==> src/design/mttk_pkg.sv <==
// ----------------------------------------------------------------------------
// mttk_pkg
// Shared types, codes and constants of the trusted time keeper.
// ----------------------------------------------------------------------------
package mttk_pkg;

  // Command codes
  typedef enum logic [1:0] {
    CMD_INIT    = 2'd0,
    CMD_RESTORE = 2'd1,
    CMD_OBSERVE = 2'd2,
    CMD_QUERY   = 2'd3
  } cmd_e;

  // Result status codes
  typedef enum logic [2:0] {
    ST_OK          = 3'd0,
    ST_INVALID     = 3'd1,
    ST_BACKWARD    = 3'd2,
    ST_NOT_FOUND   = 3'd3,
    ST_UNAVAILABLE = 3'd4
  } status_e;

  // Time source codes
  localparam logic [2:0] OBS_SRC_SNTP   = 3'd1;
  localparam logic [2:0] OBS_SRC_CORROB = 3'd2;
  localparam logic [1:0] SRC_UNTRUSTED  = 2'd0;
  localparam logic [1:0] SRC_CHECKPOINT = 2'd3;

  // Accepted UTC window, milliseconds
  localparam logic signed [63:0] WIN_LOW_MS  = 64'sd1704067200000;
  localparam logic signed [63:0] WIN_HIGH_MS = 64'sd4102444800000;

  localparam logic [31:0] DEF_BACKSTEP_MS = 32'd300000;

  // Divide-by-1000 of the monotonic counter, 16 bits per chunk
  localparam int unsigned DIVISOR     = 1000;
  localparam int unsigned CHUNK_W     = 16;
  localparam int unsigned NUM_CHUNKS  = 4;
  localparam int unsigned MONO_W      = 63;
  localparam int unsigned MONO_PAD_W  = CHUNK_W * NUM_CHUNKS;
  localparam int unsigned REM_W       = 10;
  localparam int unsigned DVD_W       = REM_W + CHUNK_W;
  localparam int unsigned RECIP_SHIFT = DVD_W + REM_W;
  localparam int unsigned RECIP_W     = 27;
  localparam int unsigned PROD_W      = DVD_W + RECIP_W;
  // ceil(2^36 / 1000), exact for any 26-bit dividend
  localparam logic [RECIP_W-1:0] DIV_RECIP = 27'd68719477;
  localparam int unsigned QUO_W       = 54;

  // Signed width for anchor arithmetic with headroom
  localparam int unsigned WIDE_W = 68;
  typedef logic signed [WIDE_W-1:0] wide_t;

  localparam int unsigned QUEUE_DEPTH = 4;

  typedef struct packed {
    logic [1:0]         command;
    logic [2:0]         time_source;
    logic signed [63:0] wall_utc_ms;
    logic               checkpoint_found;
    logic [62:0]        mono_count_us;
  } in_item_t;

  typedef struct packed {
    logic [2:0]  status;
    logic [62:0] now_utc_ms;
    logic [1:0]  current_source;
    logic        is_trusted;
    logic        persist_request;
    logic [62:0] persist_utc_ms;
  } out_item_t;

  // Classified command handed from front to back
  typedef struct packed {
    cmd_e               cmd;
    logic               arg_ok;
    logic [1:0]         src;
    logic signed [63:0] wall;
    wide_t              x;      // wall - mono/1000 (init: -mono/1000)
    logic [QUO_W-1:0]   qm;     // floor(mono / 1000)
    logic [REM_W-1:0]   rm;     // mono % 1000
  } fe_item_t;

endpackage

==> src/design/mttk_queue.sv <==
// ----------------------------------------------------------------------------
// mttk_queue
// Small register queue between the front and back parts.
// ----------------------------------------------------------------------------
module mttk_queue #(
  parameter int unsigned Depth = mttk_pkg::QUEUE_DEPTH
) (
  input  logic               clk_i,
  input  logic               rst_ni,
  input  logic               push_valid_i,
  output logic               push_ready_o,
  input  mttk_pkg::fe_item_t push_item_i,
  output logic               pop_valid_o,
  input  logic               pop_i,
  output mttk_pkg::fe_item_t pop_item_o
);
  import mttk_pkg::*;

  localparam int unsigned PtrW = (Depth > 1) ? $clog2(Depth) : 1;
  localparam int unsigned CntW = $clog2(Depth + 1);

  fe_item_t         mem_q [Depth];
  logic [PtrW-1:0]  wr_ptr_q, wr_ptr_d;
  logic [PtrW-1:0]  rd_ptr_q, rd_ptr_d;
  logic [CntW-1:0]  cnt_q, cnt_d;
  logic             push, pop;

  assign push_ready_o = (cnt_q != CntW'(Depth));
  assign pop_valid_o  = (cnt_q != '0);
  assign push         = push_valid_i && push_ready_o;
  assign pop          = pop_i && pop_valid_o;
  assign pop_item_o   = mem_q[rd_ptr_q];

  always_comb begin
    wr_ptr_d = wr_ptr_q;
    rd_ptr_d = rd_ptr_q;
    cnt_d    = cnt_q;
    if (push) begin
      wr_ptr_d = (wr_ptr_q == PtrW'(Depth - 1)) ? '0 : wr_ptr_q + 1'b1;
    end
    if (pop) begin
      rd_ptr_d = (rd_ptr_q == PtrW'(Depth - 1)) ? '0 : rd_ptr_q + 1'b1;
    end
    if (push && !pop) begin
      cnt_d = cnt_q + 1'b1;
    end else if (pop && !push) begin
      cnt_d = cnt_q - 1'b1;
    end
  end

  always_ff @(posedge clk_i or negedge rst_ni) begin
    if (!rst_ni) begin
      wr_ptr_q <= '0;
      rd_ptr_q <= '0;
      cnt_q    <= '0;
    end else begin
      wr_ptr_q <= wr_ptr_d;
      rd_ptr_q <= rd_ptr_d;
      cnt_q    <= cnt_d;
    end
  end

  always_ff @(posedge clk_i) begin
    if (push) begin
      mem_q[wr_ptr_q] <= push_item_i;
    end
  end

endmodule

==> config.mk <==
export PLATFORM = sky130hd
export DESIGN_NAME = mttk_queue
export DESIGN_NICKNAME = d
export VERILOG_FILES = /design/src/design/mttk_pkg.sv /design/src/design/mttk_queue.sv
export SDC_FILE = /design/constraint.sdc
export NUM_CORES = 1
export LEC_CHECK = 0
export BUFFER_PORTS_ARGS = -buffer_cell sky130_fd_sc_hd__buf_4
export CORE_MARGIN = 10
export CORE_UTILIZATION = 40
export DETAILED_ROUTE_END_ITERATION = 6
export PLACE_DENSITY = 0.7
export SYNTH_ARGS = -nofsm -noshare
export SYNTH_HDL_FRONTEND = slang
export SYNTH_SLANG_ARGS = --single-unit
==> constraint.sdc <==
create_clock -name clk_i -period 14 [get_ports clk_i]
set_input_delay 0.7 -clock clk_i [delete_from_list [all_inputs] [get_ports clk_i]]
set_output_delay 0.7 -clock clk_i [all_outputs]
set_load 0.02 [all_outputs]
==> metrics, run 1 <==
worst vdd ir=between 100 and 150 µV; commonest non-fill, non-tap cells in the layout=edfxtp_1, buf_4, mux4_2; fmax=slightly above 0.2 GHz; Cell variety after synth=20; Crit Path Max Fanout=50; NetSw=2530 µW; root cell of the clock tree=clkbuf_16; Die Footprint=about 85000 µm²; number of global-route vias before repair=approximately 14000; initial drt markers=748; worst r2r src=cnt_q[0]; number of port buffers=~410; setup violators final=0; R2R depth=5; Cell Chain, Critical Path=buf_4 > buf_4 > mux4_2 > buf_4; final hold vios=0; CTS clk-pin slew, worst paths=approximately 0.060 ns; Fin Hold WS=0.280 ns; CP required=roughly 13 ns; setup_tns=0 ns; Hold Path Sink=mem_q[1][86]; crit path buf inv count=3; Setup Crit Path Kind=flop to primary output; sequential cell area fraction in the yosys report=0.826; RSZ-0062 raised after global routing=false; CP Launch Type=flop; DR WL/cell=about 23 µm; Num CTS Buffers=roughly 80; fin. max-slew vios=0; initial antenna violation count=4; post-CTS setup buffer count=0; Starting Density=0.404; Switching Fraction=0.313; largest net degree at the start of global routing=between 60 and 70; clock insertion delay at the later pin of the skew report=approximately 0.61 ns; # IOs=a little over 400; remaining global-route overflow=0; GPL Wtd Cong=~0.73; Clock Path Buffers=3; Die H=roughly 290 µm; Hold Path Depth=1; cell repeated most along the worst path=buf_4; status=finished, final reports clean; Clock Skew=around 0.018 ns; cts hold-fix bufs=1; Synth Area per Inst=about 27 µm²; Final Critical Period=4.87 ns; Vias=around 13000; register bit total from synthesis=around 810; Power Dens Cells=between 200 and 250 nW/µm²; ANT nets after route=0; HP Class=input port to flop; final period utilization=0.348; Sequential Power Share=0.417; htree depth=3; Syn. warnings=0; commonest non-fill, non-tap cell in the layout=edfxtp_1; Top delay family on crit path=buffers and inverters; Hold Crit Start=push_item_i[86]; Pre-Repair DR Iteration Count=5; CTS tree=built; Resize count post-CTS=0; worst r2r dst=mem_q[2][41]; first-pass GRT wire length=~91000 µm; core region area=around 73000 µm²; DRC Markers=0; Worst EP arrival=~4.2 ns; overall power=between 8000 and 9000 µW; GRT Resource Usage Total=0.140; Rows=99; LEAKAGE=approximately 0.012 µW; drt total wl=60200 µm; Slowest-stage cell, CP=dfrtp_4; slew at the pin closest to its max-slew limit=about 1.0 ns; clock power share=0.254; Worst setup EP type=primary output; Worst slew margin=0.322; Syn Nets=1299; DP Area=33500 µm²; r2r setup slk=10.35 ns; Net count, final=between 1500 and 2000; fraction of layout cells with a size suffix above 1=0.463; maxcap violations=0; P_int=about 5500 µW; clk sinks=between 800 and 900; Die X=a little under 300 µm; post-route cell area=between 30000 and 40000 µm²; Syn Std Cell Area=roughly 29000 µm²; slowest cell delay on critical path=1.07 ns; Avg Vias per Cell=roughly 5.1; Comb pwr share=0.328; Area Growth Syn to Fin=22.5%; HPWL Detailed=38100 µm; Syn Inst Count=about 1100
[cell usage after synthesis]
master,count,area share
clkbuf_1,3,0.00038
mux2_2,5,0.0019
mux4_2,201,0.15
buf_6,19,0.0073
dfrtp_1,7,0.0059
xor2_1,2,0.00059
and2_1,4,0.00085
buf_1,1,0.00013
buf_8,1,0.00051
edfxtp_1,804,0.82
inv_1,3,0.00038
ha_1,6,0.0025
buf_4,2,0.00051
nand2_1,2,0.00026
a21boi_1,1,0.00026
xnor2_1,1,0.00030
fa_1,1,0.00068
nor2_1,4,0.00051
buf_2,19,0.0032
or3_1,1,0.00021
[power by group through the flow]
stage	Combinational (µW)	Sequential [µW]	Clock, µW
global placement	2710	3400	0
floorplan	1740	3420	0
global route	2820	3420	2220
finish	2650	3370	2050
CTS	2730	3380	2120
detailed placement	2720	3430	0
[cell families after synthesis]
kind of cell / after synthesis / share of synthesized area
flip-flops: 811 / 0.826
multiplexers: 206 / 0.156
buffers and inverters: 48 / 0.0124
AND/OR/NAND/NOR: 11 / 0.00183
adder cells (fa/ha/maj): 7 / 0.00323
XOR/XNOR: 3 / 0.000892
AO/OA/AOI/OAI: 1 / 0.000255
[metrics by stage]
stage	util	std cells	setup slack, ns
floorplan	-	1087	7.74
global placement	0.459	2427	9.61
detailed placement	0.459	2427	9.59
CTS	0.494	2574	8.89
global route	0.494	2576	8.67
finish	0.494	2576	9.13
[routing by layer]
metal,wire length (µm),share of wire,GRT usage
met1,23200,0.39,0.171
met3,5040,0.084,0.0473
met2,30700,0.51,0.232
met4,1210,0.020,0.0425
met5,26,0.00043,0
[layout make-up]
| type | instances | area, µm² |
|---|---|---|
| tap | 959 | 1200 |
| clock buffer | 103 | 2120 |
| multi-input combinational | 228 | 4780 |
| sequential | 811 | 24300 |
| timing repair buffer | 427 | 3210 |
| inverter | 3 | 11.3 |
| antenna | 2 | 5.00 |
| clock inverter | 43 | 430 |
| fill | 5785 | 36900 |
[state kept, by name (all words and copies together), names as in the netlist]
signal	flops
cnt_q	3
rd_ptr_q	2
wr_ptr_q	2
mem_q	804
[worst max-delay path by stage]
stage,cells past startpoint,to,slack (ns),from
6_report,4,pop_item_o[37],9.13,rd_ptr_q[0]
5_1_grt,4,pop_item_o[37],8.67,rd_ptr_q[0]
4_1_cts,4,pop_item_o[37],8.89,rd_ptr_q[0]
3_5_place_dp,4,pop_item_o[37],9.59,rd_ptr_q[0]
3_3_place_gp,4,pop_item_o[37],9.61,rd_ptr_q[0]
2_1_floorplan,2,mem_q[0][0],7.74,push_valid_i
Note: power is estimated with default switching activity, not from simulation.
==> run 2: changes to the inputs <==
--- a/config.mk
+++ b/config.mk
@@ -5,6 +5,7 @@
 export SDC_FILE = /design/constraint.sdc
 export NUM_CORES = 1
 export LEC_CHECK = 0
+export ABC_AREA = 1
 export BUFFER_PORTS_ARGS = -buffer_cell sky130_fd_sc_hd__buf_4
 export CORE_MARGIN = 10
 export CORE_UTILIZATION = 40
==> constraint.sdc (replaced) <==
create_clock -name clk_i -period 4.5 [get_ports clk_i]
set_input_delay 0.225 -clock clk_i [delete_from_list [all_inputs] [get_ports clk_i]]
set_output_delay 0.225 -clock clk_i [all_outputs]
set_load 0.02 [all_outputs]
==> metrics, run 2 <==
initial antenna violation count=7 (+3); number of global-route vias before repair=20500 (+45%); largest net degree at the start of global routing=105 (+59%); final hold vios=0 (unchanged); post-route cell area=42100 µm² (+17%); count leader, synth=edfxtp_1; Cell variety after synth=18 (-10%); Slowest-stage cell, CP=dfrtp_4; Syn Inst Count=2405 (+120%); Hold Path Depth=2 (+1); slack of the critical path=1.35 ns (-7.78 ns); DRC Markers=0 (unchanged); Rows=105 (+6.1%); fin. max-slew vios=0 (unchanged); Cell Chain, Critical Path=inv_8 > buf_4 > o211ai_2 > nand2_1 > buf_4; DP Area=37400 µm² (+12%); Largest Register=mem_q; CTS clk-pin slew, worst paths=0.06 ns (about the same); sequential cell area fraction in the yosys report=0.731 (-0.0945); root cell of the clock tree=clkbuf_16; Clock Skew=0.0290 ns (+0.0107 ns); CP Launch Type=flop; Syn Nets=2617 (+100%); clock insertion delay at the later pin of the skew report=0.62 ns (about the same); Hold Crit Start=push_item_i[159]; r2r setup slk=1.96 ns (-8.39 ns); Vias=20000 (+53%); Crit Path Max Fanout=89 (+78%); max reg flops=804 (unchanged); cell repeated most along the worst path=buf_4; Die Footprint=95100 µm² (+12%); Syn. warnings=0 (unchanged); Die H=308 µm (+5.8%); HP Class=input port to flop; Power Dens Cells=665 nW/µm² (+200%); status=finished, final reports clean; share of Yosys cell area claimed by the top area cell type=0.726 (-0.0939); fmax=0.318 GHz; RSZ-0062 raised after global routing=false; Worst setup EP type=primary output; Starting Density=0.404 (+0.000736); CP required=4.28 ns (-9.02 ns); first-pass GRT wire length=117000 µm (+28%); worst r2r dst=mem_q[2][8]; Place WS=1.93 ns (-7.66 ns); ANT nets after route=0 (unchanged); GPL Wtd Cong=0.760 (+4.0%); worst vdd ir=458 µV (+260%); commonest non-fill, non-tap cell in the layout=edfxtp_1; register bit total from synthesis=811 (unchanged); Syn Std Cell Area=33300 µm² (+13%); Num CTS Buffers=85 (+4.9%); Commonest cells post-synth=edfxtp_1, nand2_1, inv_1; Synth area leaders=edfxtp_1, o211ai_2, nand2_1; CTS tree=built; fraction of layout cells with a size suffix above 1=0.252 (-0.211); EDFF count, synth=804 (unchanged); Net count, final=3235 (+83%); initial drt markers=1246 (+67%); Pre-Repair DR Iteration Count=5 (unchanged); DR WL/cell=18.2 µm (-22%); Setup Crit Path Kind=flop to primary output; drt total wl=75700 µm (+26%); final period utilization=0.699; remaining global-route overflow=0 (unchanged); Synth async-reset ratio=0.00863 (unchanged); Final Critical Period=3.15 ns; GRT Resource Usage Total=0.156 (+0.0164); Avg Vias per Cell=4.80 (-5.4%); commonest non-fill, non-tap cells in the layout=edfxtp_1, nand2_1, buf_4; predominant post-synthesis flop cell=edfxtp_1; maxcap violations=0 (unchanged); area leader, netlist=edfxtp_1; worst r2r src=cnt_q[0]; htree depth=3 (unchanged); largest registers=mem_q: 804 flops, cnt_q: 3 flops; Synth Area per Inst=13.8 µm² (-49%); slowest cell delay on critical path=0.68 ns (-0.39 ns); R2R depth=5 (unchanged); HPWL Detailed=47000 µm (+23%); core region area=82200 µm² (+13%); Worst EP arrival=2.92 ns (-1.25 ns); setup violators final=0 (unchanged); # IOs=408 (unchanged); Die X=308 µm (+5.8%); number of port buffers=407 (unchanged); Area Growth Syn to Fin=26.6%; Critical Path Start=rd_ptr_q[1]; Hold Path Sink=mem_q[1][159]; clk sinks=811 (unchanged); Clock Path Buffers=3 (unchanged); Worst slew margin=0.371 (+0.0488); post-CTS setup buffer count=0 (unchanged); LEAKAGE=0.0167 µW (+37%); slew at the pin closest to its max-slew limit=0.944 ns (-0.0733 ns)
run 2: layer usage:
metal  track usage  routed length (µm)
met4        0.0465                1670
met2         0.274               38600
met1         0.189               30800
met5             0                  16
met3        0.0362                4580
run 2: logic make-up (layout without fill, tap and decap cells):
kind of cell               Yosys count  after routing  synth area share
DFF                                811            811             0.731
and+or+nand+nor                    632            632            0.0717
buffers and inverters              551           1233            0.0731
AOI/OAI and AO/OA                  403            403             0.121
adders and majority gates            7              7           0.00286
xor gates and xnor gates             1              1          0.000263
other                                0              6                 0
run 2: worst max path at each step:
stage,endpoint,depth (start not counted),slack (ns)
after CTS,pop_item_o[23],5,1.28
after global placement,pop_item_o[23],5,1.97
final,pop_item_o[73],5,1.35
after detailed placement,mem_q[2][19],5,1.93
after floorplan,mem_q[0][0],4,-2.17
after global routing,pop_item_o[69],5,1.16
run 2: stage by stage:
step,cells,setup TNS (ns),util,total power (µW),hold WS (ns)
after floorplan,2405,-1744.83,-,17700,-0.0706
after global placement,3801,0,0.455,21500,0.0448
after detailed placement,3801,0,0.455,21700,0.0476
after CTS,4157,0,0.512,28400,0.294
after global routing,4162,0,0.512,29600,0.313
final,4163,0,0.512,28000,0.352
run 2: critical path: cells and delay by family (launching register included):
kind | cells | cell delay (ns)
compound gates | 1 | 0.13
buf+inv | 3 | 1.22
flops | 1 | 0.68
simple gates | 1 | 0.08
run 2: what timing repair did:
| action | CTS | global route |
|---|---|---|
| gates resized for setup | 0 | 0 |
| hold buffers | 205 | 0 |
| endpoints found under the hold margin | 815 | 0 |
run 2: layout make-up:
| cell class | instances | area [µm²] |
|---|---|---|
| clock buffer | 103 | 2190 |
| timing repair buffer | 666 | 5710 |
| clock inverter | 48 | 397 |
| fill | 6740 | 40200 |
| sequential | 811 | 24300 |
| multi-input combinational | 1043 | 6540 |
| tap | 1070 | 1340 |
| antenna | 6 | 15.0 |
| inverter | 416 | 1570 |
run 2: power by group:
part,internal [µW],leakage [µW],switching (µW)
Sequential,9900,0.00745,523
Clock,3670,0.00125,2840
Combinational,3930,0.00796,7140
